$ cat src/radix_literal_to_decimal_rewriter_assert.svh
// Assertion macros used by the radix literal rewriter command queue.
// Each macro takes a label, clock, active-low reset, the two sides of the
// implication and a message string.
`ifndef RADIX_LITERAL_TO_DECIMAL_REWRITER_ASSERT_SVH
`define RADIX_LITERAL_TO_DECIMAL_REWRITER_ASSERT_SVH

// Same-cycle implication.
`define RLDR_ASSERT_NOW(lbl, clk, rst_n, ante, cons, msg) \
    lbl: assert property (@(posedge clk) disable iff (!(rst_n)) (ante) |-> (cons)) \
        else $error(msg);

// Next-cycle implication.
`define RLDR_ASSERT_NEXT(lbl, clk, rst_n, ante, cons, msg) \
    lbl: assert property (@(posedge clk) disable iff (!(rst_n)) (ante) |=> (cons)) \
        else $error(msg);

`endif

$ cat src/rldr_pkg.sv
`timescale 1ns / 1ps
// ----------------------------------------------------------------------------
// rldr_pkg
// Shared constants and the command type passed from scanner to emitter.
// ----------------------------------------------------------------------------
package rldr_pkg;

    // ASCII codes
    localparam logic [7:0] ASCII_ZERO  = 8'h30;
    localparam logic [7:0] ASCII_NINE  = 8'h39;
    localparam logic [7:0] ASCII_X     = 8'h78;
    localparam logic [7:0] ASCII_B     = 8'h62;
    localparam logic [7:0] ASCII_A_LOW = 8'h61;
    localparam logic [7:0] ASCII_F_LOW = 8'h66;
    localparam logic [7:0] ASCII_A_UP  = 8'h41;
    localparam logic [7:0] ASCII_F_UP  = 8'h46;

    // Characters one input item can queue after an optional decimal literal
    localparam int MAX_CHARS = 3;

    // Command control: decimal first (if dec), then nchr plain characters
    typedef struct packed {
        logic                            dec;
        logic [1:0]                      nchr;
        logic [MAX_CHARS-1:0][7:0]       chr;
        logic                            last;
    } t_cmd_ctl;

endpackage

$ cat src/radix_literal_to_decimal_rewriter.sv
`timescale 1ns / 1ps
// ----------------------------------------------------------------------------
// radix_literal_to_decimal_rewriter
// Rewrites 0x / 0b literals in a byte stream as plain decimal text.
// ----------------------------------------------------------------------------
// Channel   Dir  tdata          tlast          tuser
// s_*       in   [7:0] in_char  in_last        -
// m_*       out  [7:0] out_char out_last       -
//
// The scanner takes one item per cycle while the queue has room; the emitter
// takes a command from the queue while idle and then sends its bytes, and it
// takes no new command until the last byte of the current one is sent.
// A decimal literal is taken as a command, shifted VALUE_BITS times through the
// shift-and-add-three converter, stripped of leading zeros, then sent digit by
// digit. An accepted input item passes through the queue and the emitter's
// command register before it reaches the output register.
// Reset (synchronous, active low) clears scan state, queue and output valid.
// The scanner stalls only when the two-entry queue is full; the output
// register holds while m_tready is low.
// ----------------------------------------------------------------------------
module radix_literal_to_decimal_rewriter #(
    parameter int VALUE_BITS = 64
) (
    input  logic       i_clk,
    input  logic       i_rst_n,
    input  logic       i_s_tvalid,
    output logic       o_s_tready,
    input  logic [7:0] i_s_tdata,   // [7:0] in_char
    input  logic       i_s_tlast,   // in_last
    output logic       o_m_tvalid,
    input  logic       i_m_tready,
    output logic [7:0] o_m_tdata,   // [7:0] out_char
    output logic       o_m_tlast    // out_last
);
    import rldr_pkg::*;

    logic                  push, pop, full, empty;
    t_cmd_ctl              f_ctl, q_ctl;
    logic [VALUE_BITS-1:0] f_value, q_value;

    rldr_front #(.VALUE_BITS(VALUE_BITS)) u_front (
        .i_clk   (i_clk),
        .i_rst_n (i_rst_n),
        .i_valid (i_s_tvalid),
        .o_ready (o_s_tready),
        .i_char  (i_s_tdata),
        .i_last  (i_s_tlast),
        .o_push  (push),
        .o_ctl   (f_ctl),
        .o_value (f_value),
        .i_full  (full)
    );

    rldr_cmd_fifo #(.VALUE_BITS(VALUE_BITS)) u_fifo (
        .i_clk   (i_clk),
        .i_rst_n (i_rst_n),
        .i_push  (push),
        .i_ctl   (f_ctl),
        .i_value (f_value),
        .o_full  (full),
        .i_pop   (pop),
        .o_ctl   (q_ctl),
        .o_value (q_value),
        .o_empty (empty)
    );

    rldr_back #(.VALUE_BITS(VALUE_BITS)) u_back (
        .i_clk   (i_clk),
        .i_rst_n (i_rst_n),
        .i_empty (empty),
        .i_ctl   (q_ctl),
        .i_value (q_value),
        .o_pop   (pop),
        .o_valid (o_m_tvalid),
        .i_ready (i_m_tready),
        .o_char  (o_m_tdata),
        .o_last  (o_m_tlast)
    );

endmodule

$ cat src/rldr_front.sv
`timescale 1ns / 1ps
// ----------------------------------------------------------------------------
// rldr_front
// Scanner: accepts bytes, tracks prefix and literal state, builds commands.
// ----------------------------------------------------------------------------
module rldr_front #(
    parameter int VALUE_BITS = 64
) (
    input  logic                     i_clk,
    input  logic                     i_rst_n,
    input  logic                     i_valid,
    output logic                     o_ready,
    input  logic [7:0]               i_char,
    input  logic                     i_last,
    output logic                     o_push,
    output rldr_pkg::t_cmd_ctl       o_ctl,
    output logic [VALUE_BITS-1:0]    o_value,
    input  logic                     i_full
);
    import rldr_pkg::*;

    localparam logic [2:0] M_IDLE = 3'd0;
    localparam logic [2:0] M_ZERO = 3'd1;
    localparam logic [2:0] M_PX   = 3'd2;
    localparam logic [2:0] M_PB   = 3'd3;
    localparam logic [2:0] M_DX   = 3'd4;
    localparam logic [2:0] M_DB   = 3'd5;

    // Digit value of c, or 16 when c is no hex digit
    function automatic logic [4:0] hex_value(input logic [7:0] c);
        logic [4:0] v;
        if (c >= ASCII_ZERO && c <= ASCII_NINE) begin
            v = {1'b0, c[3:0]};
        end else if ((c >= ASCII_A_LOW && c <= ASCII_F_LOW) ||
                     (c >= ASCII_A_UP && c <= ASCII_F_UP)) begin
            v = {1'b0, c[3:0] + 4'd9};
        end else begin
            v = 5'd16;
        end
        return v;
    endfunction

    logic [2:0]            r_mode, n_mode;
    logic [VALUE_BITS-1:0] r_value, n_value;
    logic [VALUE_BITS-1:0] dval;
    logic [4:0]            dig;
    logic [1:0]            k;
    logic                  accept;
    t_cmd_ctl              cmd;

    assign o_ready = !i_full;
    assign accept  = i_valid && o_ready;

    // Classify the byte and build the command it causes
    always_comb begin
        n_mode  = r_mode;
        n_value = r_value;
        dval    = r_value;
        cmd     = '0;
        k       = 2'd0;
        dig     = hex_value(i_char);
        if (accept) begin
            unique case (r_mode) inside
                M_ZERO: begin
                    if (i_char == ASCII_X) begin
                        n_mode = M_PX;
                    end else if (i_char == ASCII_B) begin
                        n_mode = M_PB;
                    end else begin
                        cmd.chr[k] = ASCII_ZERO;
                        k = k + 2'd1;
                        if (i_char == ASCII_ZERO) begin
                            n_mode = M_ZERO;
                        end else begin
                            cmd.chr[k] = i_char;
                            k = k + 2'd1;
                            n_mode = M_IDLE;
                        end
                    end
                end
                M_PX, M_PB: begin
                    if ((r_mode == M_PX && !dig[4]) ||
                        (r_mode == M_PB && dig[4:1] == 4'd0)) begin
                        n_value = VALUE_BITS'(dig[3:0]);
                        n_mode  = (r_mode == M_PX) ? M_DX : M_DB;
                    end else begin
                        cmd.chr[k] = ASCII_ZERO;
                        k = k + 2'd1;
                        cmd.chr[k] = (r_mode == M_PX) ? ASCII_X : ASCII_B;
                        k = k + 2'd1;
                        if (i_char == ASCII_ZERO) begin
                            n_mode = M_ZERO;
                        end else begin
                            cmd.chr[k] = i_char;
                            k = k + 2'd1;
                            n_mode = M_IDLE;
                        end
                    end
                end
                M_DX: begin
                    if (!dig[4]) begin
                        n_value = {r_value[VALUE_BITS-5:0], dig[3:0]};
                    end else begin
                        cmd.dec = 1'b1;
                        dval    = r_value;
                        n_value = '0;
                        if (i_char == ASCII_ZERO) begin
                            n_mode = M_ZERO;
                        end else begin
                            cmd.chr[k] = i_char;
                            k = k + 2'd1;
                            n_mode = M_IDLE;
                        end
                    end
                end
                M_DB: begin
                    if (dig[4:1] == 4'd0) begin
                        n_value = {r_value[VALUE_BITS-2:0], dig[0]};
                    end else begin
                        cmd.dec = 1'b1;
                        dval    = r_value;
                        n_value = '0;
                        if (i_char == ASCII_ZERO) begin
                            n_mode = M_ZERO;
                        end else begin
                            cmd.chr[k] = i_char;
                            k = k + 2'd1;
                            n_mode = M_IDLE;
                        end
                    end
                end
                default: begin
                    if (i_char == ASCII_ZERO) begin
                        n_mode = M_ZERO;
                    end else begin
                        cmd.chr[k] = i_char;
                        k = k + 2'd1;
                        n_mode = M_IDLE;
                    end
                end
            endcase

            // Flush whatever is held on the final byte
            if (i_last) begin
                unique case (n_mode) inside
                    M_ZERO: begin
                        cmd.chr[k] = ASCII_ZERO;
                        k = k + 2'd1;
                    end
                    M_PX, M_PB: begin
                        cmd.chr[k] = ASCII_ZERO;
                        k = k + 2'd1;
                        cmd.chr[k] = (n_mode == M_PX) ? ASCII_X : ASCII_B;
                        k = k + 2'd1;
                    end
                    M_DX, M_DB: begin
                        cmd.dec = 1'b1;
                        dval    = n_value;
                    end
                    default: begin
                    end
                endcase
                n_mode   = M_IDLE;
                n_value  = '0;
                cmd.last = 1'b1;
            end
        end
        cmd.nchr = k;
    end

    assign o_push  = accept && (cmd.dec || k != 2'd0);
    assign o_ctl   = cmd;
    assign o_value = dval;

    // Hold scan state
    always_ff @(posedge i_clk) begin
        if (!i_rst_n) begin
            r_mode  <= M_IDLE;
            r_value <= '0;
        end else begin
            r_mode  <= n_mode;
            r_value <= n_value;
        end
    end

endmodule

$ cat src/rldr_cmd_fifo.sv
`timescale 1ns / 1ps
// ----------------------------------------------------------------------------
// rldr_cmd_fifo
// Two-entry command queue between scanner and emitter.
// ----------------------------------------------------------------------------
module rldr_cmd_fifo #(
    parameter int VALUE_BITS = 64
) (
    input  logic                     i_clk,
    input  logic                     i_rst_n,
    input  logic                     i_push,
    input  rldr_pkg::t_cmd_ctl       i_ctl,
    input  logic [VALUE_BITS-1:0]    i_value,
    output logic                     o_full,
    input  logic                     i_pop,
    output rldr_pkg::t_cmd_ctl       o_ctl,
    output logic [VALUE_BITS-1:0]    o_value,
    output logic                     o_empty
);
    import rldr_pkg::*;

`include "radix_literal_to_decimal_rewriter_assert.svh"

    localparam int DEPTH = 2;
    localparam int PW    = $clog2(DEPTH);

    t_cmd_ctl              r_ctl_mem [DEPTH];
    logic [VALUE_BITS-1:0] r_val_mem [DEPTH];
    logic [PW-1:0]         r_wp, n_wp, r_rp, n_rp;
    logic [PW:0]           r_cnt, n_cnt;

    assign o_full  = (r_cnt == (PW+1)'(DEPTH));
    assign o_empty = (r_cnt == '0);
    assign o_ctl   = r_ctl_mem[r_rp];
    assign o_value = r_val_mem[r_rp];

    // Advance pointers and fill count
    always_comb begin
        n_wp  = r_wp;
        n_rp  = r_rp;
        n_cnt = r_cnt;
        if (i_push) begin
            n_wp = (r_wp == PW'(DEPTH-1)) ? '0 : r_wp + PW'(1);
        end
        if (i_pop) begin
            n_rp = (r_rp == PW'(DEPTH-1)) ? '0 : r_rp + PW'(1);
        end
        if (i_push && !i_pop) begin
            n_cnt = r_cnt + (PW+1)'(1);
        end else if (!i_push && i_pop) begin
            n_cnt = r_cnt - (PW+1)'(1);
        end
    end

    always_ff @(posedge i_clk) begin
        if (!i_rst_n) begin
            r_wp  <= '0;
            r_rp  <= '0;
            r_cnt <= '0;
        end else begin
            r_wp  <= n_wp;
            r_rp  <= n_rp;
            r_cnt <= n_cnt;
        end
    end

    // Store entries
    always_ff @(posedge i_clk) begin
        if (i_push) begin
            r_ctl_mem[r_wp] <= i_ctl;
            r_val_mem[r_wp] <= i_value;
        end
    end

    `RLDR_ASSERT_NOW(a_no_push_full, i_clk, i_rst_n, i_push, !o_full, "push into full queue")
    `RLDR_ASSERT_NOW(a_no_pop_empty, i_clk, i_rst_n, i_pop, !o_empty, "pop from empty queue")
    `RLDR_ASSERT_NOW(a_cnt_range, i_clk, i_rst_n, 1'b1, r_cnt <= (PW+1)'(DEPTH), "count overrun")
    `RLDR_ASSERT_NEXT(a_push_fills, i_clk, i_rst_n, i_push && !i_pop, !o_empty, "push lost")

endmodule

$ cat src/rldr_back.sv
`timescale 1ns / 1ps
// ----------------------------------------------------------------------------
// rldr_back
// Emitter: converts literal values to decimal and sends command bytes.
// ----------------------------------------------------------------------------
module rldr_back #(
    parameter int VALUE_BITS = 64
) (
    input  logic                     i_clk,
    input  logic                     i_rst_n,
    input  logic                     i_empty,
    input  rldr_pkg::t_cmd_ctl       i_ctl,
    input  logic [VALUE_BITS-1:0]    i_value,
    output logic                     o_pop,
    output logic                     o_valid,
    input  logic                     i_ready,
    output logic [7:0]               o_char,
    output logic                     o_last
);
    import rldr_pkg::*;

    // Decimal digits needed for the widest value
    localparam int NDIG = (VALUE_BITS * 30103) / 100000 + 1;
    localparam int BCDW = NDIG * 4;
    localparam int CW   = $clog2(VALUE_BITS + 1);
    localparam int DW   = $clog2(NDIG + 1);

    localparam logic [1:0] B_IDLE = 2'd0;
    localparam logic [1:0] B_CONV = 2'd1;
    localparam logic [1:0] B_DEC  = 2'd2;
    localparam logic [1:0] B_CHR  = 2'd3;

    logic [1:0]            r_st, n_st;
    t_cmd_ctl              r_ctl, n_ctl;
    logic [VALUE_BITS-1:0] r_bin, n_bin;
    logic [BCDW-1:0]       r_bcd, n_bcd, bcd_adj;
    logic [CW-1:0]         r_cnt, n_cnt;
    logic [DW-1:0]         r_dleft, n_dleft;
    logic                  r_lead, n_lead;
    logic [1:0]            r_ci, n_ci;
    logic                  r_ovalid, n_ovalid;
    logic [7:0]            r_ochar, n_ochar;
    logic                  r_olast, n_olast;
    logic                  slot;
    logic [3:0]            top;

    assign slot = !r_ovalid || i_ready;
    assign top  = r_bcd[BCDW-1 -: 4];

    // Add three to every digit of five or more before the shift
    always_comb begin
        for (int i = 0; i < NDIG; i++) begin
            bcd_adj[i*4 +: 4] = (r_bcd[i*4 +: 4] >= 4'd5) ?
                                r_bcd[i*4 +: 4] + 4'd3 : r_bcd[i*4 +: 4];
        end
    end

    // Sequence conversion and byte emission
    always_comb begin
        n_st     = r_st;
        n_ctl    = r_ctl;
        n_bin    = r_bin;
        n_bcd    = r_bcd;
        n_cnt    = r_cnt;
        n_dleft  = r_dleft;
        n_lead   = r_lead;
        n_ci     = r_ci;
        n_ovalid = r_ovalid && !i_ready;
        n_ochar  = r_ochar;
        n_olast  = r_olast;
        o_pop    = 1'b0;
        unique case (r_st)
            B_IDLE: begin
                if (!i_empty) begin
                    o_pop = 1'b1;
                    n_ctl = i_ctl;
                    n_ci  = 2'd0;
                    if (i_ctl.dec) begin
                        n_bin = i_value;
                        n_bcd = '0;
                        n_cnt = CW'(VALUE_BITS);
                        n_st  = B_CONV;
                    end else begin
                        n_st  = B_CHR;
                    end
                end
            end
            B_CONV: begin
                n_bcd = {bcd_adj[BCDW-2:0], r_bin[VALUE_BITS-1]};
                n_bin = {r_bin[VALUE_BITS-2:0], 1'b0};
                n_cnt = r_cnt - CW'(1);
                if (r_cnt == CW'(1)) begin
                    n_dleft = DW'(NDIG);
                    n_lead  = 1'b1;
                    n_st    = B_DEC;
                end
            end
            B_DEC: begin
                if (r_lead && top == 4'd0 && r_dleft != DW'(1)) begin
                    // drop a leading zero
                    n_bcd   = {r_bcd[BCDW-5:0], 4'd0};
                    n_dleft = r_dleft - DW'(1);
                end else if (slot) begin
                    n_ovalid = 1'b1;
                    n_ochar  = ASCII_ZERO + {4'd0, top};
                    n_olast  = r_ctl.last && r_ctl.nchr == 2'd0 && r_dleft == DW'(1);
                    n_bcd    = {r_bcd[BCDW-5:0], 4'd0};
                    n_dleft  = r_dleft - DW'(1);
                    n_lead   = 1'b0;
                    if (r_dleft == DW'(1)) begin
                        n_st = (r_ctl.nchr != 2'd0) ? B_CHR : B_IDLE;
                    end
                end
            end
            B_CHR: begin
                if (slot) begin
                    n_ovalid = 1'b1;
                    n_ochar  = r_ctl.chr[r_ci];
                    n_olast  = r_ctl.last && (r_ci + 2'd1 == r_ctl.nchr);
                    n_ci     = r_ci + 2'd1;
                    if (r_ci + 2'd1 == r_ctl.nchr) begin
                        n_st = B_IDLE;
                    end
                end
            end
            default: begin
                n_st = B_IDLE;
            end
        endcase
    end

    always_ff @(posedge i_clk) begin
        if (!i_rst_n) begin
            r_st     <= B_IDLE;
            r_ovalid <= 1'b0;
        end else begin
            r_st     <= n_st;
            r_ovalid <= n_ovalid;
        end
    end

    // Payload and working registers
    always_ff @(posedge i_clk) begin
        r_ctl   <= n_ctl;
        r_bin   <= n_bin;
        r_bcd   <= n_bcd;
        r_cnt   <= n_cnt;
        r_dleft <= n_dleft;
        r_lead  <= n_lead;
        r_ci    <= n_ci;
        r_ochar <= n_ochar;
        r_olast <= n_olast;
    end

    assign o_valid = r_ovalid;
    assign o_char  = r_ochar;
    assign o_last  = r_olast;

endmodule
$ cat config.mk
export PLATFORM = sky130hd
export DESIGN_NAME = radix_literal_to_decimal_rewriter
export DESIGN_NICKNAME = d
export VERILOG_FILES = /design/src/rldr_pkg.sv /design/src/radix_literal_to_decimal_rewriter.sv /design/src/rldr_front.sv /design/src/rldr_cmd_fifo.sv /design/src/rldr_back.sv
export VERILOG_INCLUDE_DIRS = /design/src /design/src/src
export SDC_FILE = /design/constraint.sdc
export NUM_CORES = 1
export LEC_CHECK = 0
export BUFFER_PORTS_ARGS = -buffer_cell sky130_fd_sc_hd__buf_2
export CORE_MARGIN = 8
export CORE_UTILIZATION = 60
export CTS_CLUSTER_SIZE = 25
export DETAILED_ROUTE_END_ITERATION = 16
export PLACE_DENSITY = 0.76
export SLEW_MARGIN = 25
export SYNTH_ARGS = -nofsm -noshare
export SYNTH_HDL_FRONTEND = slang
export SYNTH_SLANG_ARGS = --single-unit
$ cat constraint.sdc
create_clock -name i_clk -period 11.2 [get_ports i_clk]
set_clock_uncertainty 0.2 [all_clocks]
set_input_delay 2.24 -clock i_clk [delete_from_list [all_inputs] [get_ports i_clk]]
set_output_delay 2.24 -clock i_clk [all_outputs]
set_load 0.005 [all_outputs]
* Word level (Yosys, flattened, before mapping)
Memories as Yosys holds them, arrays and structs flattened. A register that Yosys moved wholly into a read port is not among the register bits. Cells that the tools add are included.
Word-level totals: bits in registers 269, latch bits 0, bits in writable memories 184, memory bits (read-only) 0, input port bits 13, logic and storage cells 307, memories 2
Memory list:
- u_fifo.r_val_mem | words 2, width 64, rd ports 1, clocked after memory_dff 1, wr ports 1, line rldr_cmd_fifo.sv:28 | logic [VALUE_BITS-1:0] r_val_mem [DEPTH];
- u_fifo.r_ctl_mem | words 2, width 28, rd ports 1, clocked after memory_dff 1, wr ports 1, line rldr_cmd_fifo.sv:27 | t_cmd_ctl r_ctl_mem [DEPTH];
Cells by class: $add $sub $neg 31, multipliers 0, div/mod/pow operators 0, order comparisons 31, eq/ne operators 30, shift-type cells 0, mux-type cells 138, bitwise logic cells 4, reduce and logical (&&, ||, !) cells 51
Operators by type and width (count):
- 64-bit 2-to-1 mux | 9
- 80-bit 2-to-1 mux | 4
- 80-bit one-hot mux with 3 select lines | 1
- 64-bit one-hot mux with 3 select lines | 1
- 64-bit one-hot mux with 2 select lines | 1
- 8-bit 2-to-1 mux | 13
- 4-bit by 3-bit >= comparator with 1-bit output (second input constant) | 20
- 4-bit by 2-bit adder with 4-bit output (second input constant) | 19
- 4-bit 2-to-1 mux | 19
- 25-bit 2-to-1 mux | 2
- 24-bit one-hot mux with 2 select lines | 1
- 2-bit 2-to-1 mux | 22
- 5-bit 2-to-1 mux | 7
- 8-bit demux with 2-bit select | 2
- 16-bit 2-to-1 mux | 2
- 8-bit one-hot mux with 2 select lines | 2
- 8-bit one-hot mux with 4 select lines | 1
- 1-bit 2-to-1 mux | 27
- 24-bit bitwise mux | 1
- 24-bit 2-to-1 mux | 1
- 3-bit 2-to-1 mux | 8
- 18-bit bitwise AND | 1
- 18-bit inverter | 1
- 1-bit logical AND | 17
- other kinds (49) | 103

* Logic depth before layout (Yosys ltp)
word-level depth 23, gate-level depth with buffers 21

* Modules after synthesis
Synthesis repeated with hierarchy kept, for this count alone.
Unflattened totals: cells, all modules 1853, area total of the unflattened synthesis 22196.3 µm²
Modules (own cells, without submodules):
- rldr_back | instances 1, cells each 833, area each 10208.5 µm², sequential area each 5915.7 µm²
- rldr_cmd_fifo | instances 1, cells each 308, area each 6882.9 µm², sequential area each 5625.4 µm²
- rldr_front | instances 1, cells each 712, area each 5104.9 µm², sequential area each 1341.3 µm²

* Worst setup path before layout
Ideal clock, no wire load.
path kind in2reg, start point in i_s_tdata[1], end point mem u_fifo.r_ctl_mem[0][0] in the netlist's numbering (enable), arrival time 9.272 ns, required time 10.446 ns, setup slack 1.174 ns, stages 18, buffers on the path 2, cell sequence clkbuf_1 inv_1 ha_1 o21bai_1 a21oi_1 a32oi_2 a31oi_1 or2_1 buf_6 o31a_1 inv_1 ha_1 nor2_1 nand3_1 o31a_1 and2_1 o31a_1 nor2b_1
On the way: word-level cells in the longest chain between the ends 21, elaborated cells between the ends (all ways) 62
RTL lines:
- start: declaration | line radix_literal_to_decimal_rewriter.sv:28 | input logic [7:0] i_s_tdata,
- 8-bit by 7-bit >= comparator with 1-bit output, or another cell as far along | line rldr_front.sv:34 | end else if ((c >= ASCII_A_LOW && c <= ASCII_F_LOW) ||
- 1-bit logical AND (on tied branches) | line rldr_front.sv:34, rldr_front.sv:35
- 1-bit logical OR | line rldr_front.sv:34
- 5-bit 2-to-1 mux | line rldr_front.sv:34
- 5-bit 2-to-1 mux | line rldr_front.sv:32 | if (c >= ASCII_ZERO && c <= ASCII_NINE) begin
- 4-bit zero test or 1-bit zero test (tied branches) | line rldr_front.sv:83, rldr_front.sv:117, rldr_front.sv:82
- 1-bit logical AND (on tied branches) | line rldr_front.sv:83, rldr_front.sv:82
- 1-bit logical OR | line rldr_front.sv:82 | if ((r_mode == M_PX && !dig[4]) ||
- [... 6 more ...]
- 2-bit 2-to-1 mux | line rldr_front.sv:144 | if (i_last) begin
- 2-bit 2-to-1 mux | line rldr_front.sv:62 | if (accept) begin
- 2-bit nonzero test | line rldr_front.sv:171 | assign o_push = accept && (cmd.dec || k != 2'd0);
- 1-bit logical OR (*) | line rldr_front.sv:171
- 1-bit logical AND (*) | line rldr_front.sv:171
- named net push | line radix_literal_to_decimal_rewriter.sv:37 | logic push, pop, full, empty;
- 1-bit 2-to-1 mux (*) | line rldr_cmd_fifo.sv:69 | if (i_push) begin
- 1-bit 2-to-1 mux (not written as such) (*) | line rldr_cmd_fifo.sv:70 | r_ctl_mem[r_wp] <= i_ctl;
- end: declaration | line rldr_cmd_fifo.sv:27
The timed path passes the listed nets; every way through them passes the cells marked *. The select of a mux whose other input is x is not followed.

* Worst setup path after layout
start point in i_s_tdata[1], end point mem u_fifo.r_ctl_mem[0][13] in the netlist's numbering (enable)
Same word-level chain as after synthesis.

==> results.yml <==
status:
  status: "finished, final reports clean"
critical_path:
  cp.arrival_ns: 7.32
  required_ns: 11.17
  path_class: "in -> reg"
  critPathLaunchType: "input pin"
  crit_path_end_kind: "register"
  worstPathMaxFanout: 52
placement:
  gp_congestion: 0.890
  place_ws_ns: 3.32
  dp_hpwl_mm: 26.1
  portBuffers: 23
synth:
  syn_area_per_cell_um2: 11.5
  synth_edf_count: 379
  ys.flop_type: "edfxtp_1"
  synth-warning-count: 0
  netlist_area_um2: 21900
  syn-num-nets: 1986
  synthArstFlopShare: 0
  synth_cell_type_count: 72
  synthCells: 1911
  synth_top_area_cell: "edfxtp_1"
  yosysSeqAreaShare: 0.588
  synthTopCellsByArea: "edfxtp_1 52%, dfxtp_1 6.9%, a22oi_1 4.5%"
  synth-seq-cells: 454
  yosys.area.top_type_share: 0.520
cts:
  cts_sinks: 454
  hold_buffers: 0
  cts-root-buf: "clkbuf_16"
  path_clk_slew_ns: 0.06
  ctsResizeCount: 0
  cts_tree: "yes"
  cts_buffers: 45
  cts.path.max_buffers: 3
  clkLatencyLatePin_ns: 0.55
  htreeDepth: 2
  cts_setup_buffers: 0
global_routing:
  groute.usage.overall: 0.193
  grt_pass1_vias: 14000
  grt_max_degree: 130
  grt.overflow.total: 0
  grt_first_pass_wirelength_mm: 70.5
  antenna_found_initial: 0
hold_path:
  min-delay-path-class: "reg -> reg"
timing:
  period_needed_ns: 7.36
  worst_slew_pin_slew_ns: 1.02
  whs_ns: 0.323
  slew-limit-headroom: 0.319
  grt_setup_unrepaired: "no"
  setup_ws_ns: 3.84
  finalSetupViolations: 0
  fmax_mhz: 136
  slew_violations: 0
  fin_crit_sh: 0.657
  finalSetupTns_ns: 0
  timing_hold_violations_final: 0
pwr:
  power_switching_share: 0.319
  cell_internal_pwr_w: 0.00380
  p_sw_w: 0.00178
  p_clk_frac: 0.259
  vdd_drop_max_mv: 0.152
  seqPwrFrac: 0.495
  p_per_area_nw_per_um2: 234
  comb_power_share: 0.246
  leakagePower_nw: 7.84
route:
  antenna_left: 0
  remaining_drc_errors: 0
  wl_mm: 42.5
  wl_per_cell_um: 17.8
  vias: 14400
  dr.pass1.iters: 5
  drt-vias-per-instance: 6.04
  drt_iter0_drc: 1292
cells_and_area:
  fillers: 2736
  drive_gt1_frac: 0.0906
  area_growth_pct: 8.70
  antenna_cells: 0
  fin_nets: 1958
floorplanning:
  die_w_um: 207
  die-area_um2: 42900
  io_pins: 24
  core_um2: 36300
  rows: 70
  start_util: 0.604
  die_y_um: 207
job:
  max-cap-violations: 0
[cells in the mapped netlist (62+ instances only)]
cell type and n:
edfxtp_1 379, nand2_1 179, o21ai_0 165, nor2_1 151
a22oi_1 132, a21oi_1 102, clkbuf_1 86, nor2b_1 78
dfxtp_1 75, mux2i_1 74, a22o_1 62, ha_1 62
[cell families (layout without fill, tap and decap cells)]
family / Yosys count / after routing / synth area share
AOI/OAI and AO/OA: 536 / 536 / 0.159
DFF: 454 / 454 / 0.588
buffers and inverters: 176 / 185 / 0.0323
adders and majority gates: 62 / 62 / 0.0354
xor gates and xnor gates: 39 / 39 / 0.0156
and+or+nand+nor: 542 / 542 / 0.121
muxes: 102 / 102 / 0.0482
[worst max-delay path, stage by stage]
cell and delay [ns]:
buf_2 0.22, inv_1 0.15, ha_1 0.27, o21bai_1 0.28
a21oi_1 0.20, a21oi_2 0.53, o21a_1 0.28, or2_1 0.32
o31a_1 0.32, ha_1 0.29, nor2_1 0.07, nand3_1 0.08
o31a_1 0.15, and2_1 0.18, o31a_1 0.19, nor2b_4 0.65
buf_16 0.24, buf_4 0.60
[power by group through the flow]
stage | Sequential (W) | Clock (W) | Combinational, W
after global routing | 0.00282 | 0.00154 | 0.00156
after global placement | 0.00276 | 0 | 0.00130
after CTS | 0.00276 | 0.00147 | 0.00139
after floorplan | 0.00272 | 0 | 0.00108
after detailed placement | 0.00279 | 0 | 0.00138
final | 0.00276 | 0.00144 | 0.00137
[per-stage QoR]
step / utilization / instance area (µm²) / power [W] / instances
6_report: 0.656 / 23800 / 0.00557 / 2388
5_1_grt: 0.656 / 23800 / 0.00592 / 2388
4_1_cts: 0.656 / 23800 / 0.00562 / 2388
3_5_place_dp: 0.617 / 22400 / 0.00417 / 2304
3_3_place_gp: 0.616 / 22300 / 0.00406 / 2303
2_1_floorplan: - / 21900 / 0.00380 / 1911
[metal layers]
layer / global-route usage / vias up / routed length [µm]
met1: 0.266 / 7011 / 19500
li1: - / 7006 / -
met2: 0.317 / 352 / 20300
met3: 0.0275 / 64 / 1970
met4: 0.0547 / 0 / 744
met5: 0 / - / 0
[cell usage in the layout (no fill, tap or decap), types with 14 or more instances in the layout]
cell,n
nand3_1,16
a22o_1,62
nor3b_1,32
nor2_1,149
clkbuf_16,47
edfxtp_1,379
clkinv_2,14
nand2_1,177
nor2b_1,77
dfxtp_1,74
mux2i_1,73
xnor2_1,29
inv_1,58
buf_4,16
buf_2,23
nand2b_1,25
o31ai_1,17
ha_1,60
o21ai_0,165
a22oi_1,132
mux2_2,28
a21oi_1,102
[sequential cells by signal, indices dropped and copies added, names as in the netlist, named ones only]
register	count
u_back.r_bcd	80
u_back.r_cnt	7
u_back.o_char	8
u_back.r_lead	1
u_front.r_value	64
u_back.r_ctl	27
u_back.r_ci	2
u_back.o_last	1
u_fifo.r_cnt	2
u_back.r_dleft	5
u_fifo.r_wp	1
u_back.o_valid	1
u_back.r_bin	64
u_fifo.r_ctl_mem	56
u_front.r_mode	3
u_back.r_st	2
u_fifo.r_rp	1
u_fifo.r_val_mem	128
[layout make-up]
cell class / instances / area, µm² / area share
flip-flops and latches: 454 / 12900 / 0.541
multi-input cells: 1281 / 8390 / 0.353
clock buffers: 55 / 1240 / 0.0519
well taps: 468 / 586 / 0.0246
repair buffers: 42 / 285 / 0.0120
inverters: 59 / 221 / 0.00931
clock inverters: 29 / 191 / 0.00804
[worst paths after layout]
| check | start | end | slack [ns] | cells past startpoint |
|---|---|---|---|---|
| min reg2reg | u_back.r_bin[62] | u_back.r_bin[63] | 0.32 | 2 |
| max | i_s_tdata[1] | u_fifo.r_ctl_mem[0][13] | 3.84 | 18 |
| min | u_back.r_bin[62] | u_back.r_bin[63] | 0.32 | 2 |
| max reg2reg | u_front.r_mode[0] | u_fifo.r_ctl_mem[0][13] | 5.68 | 16 |
Note: power is estimated with default switching activity, not from simulation.
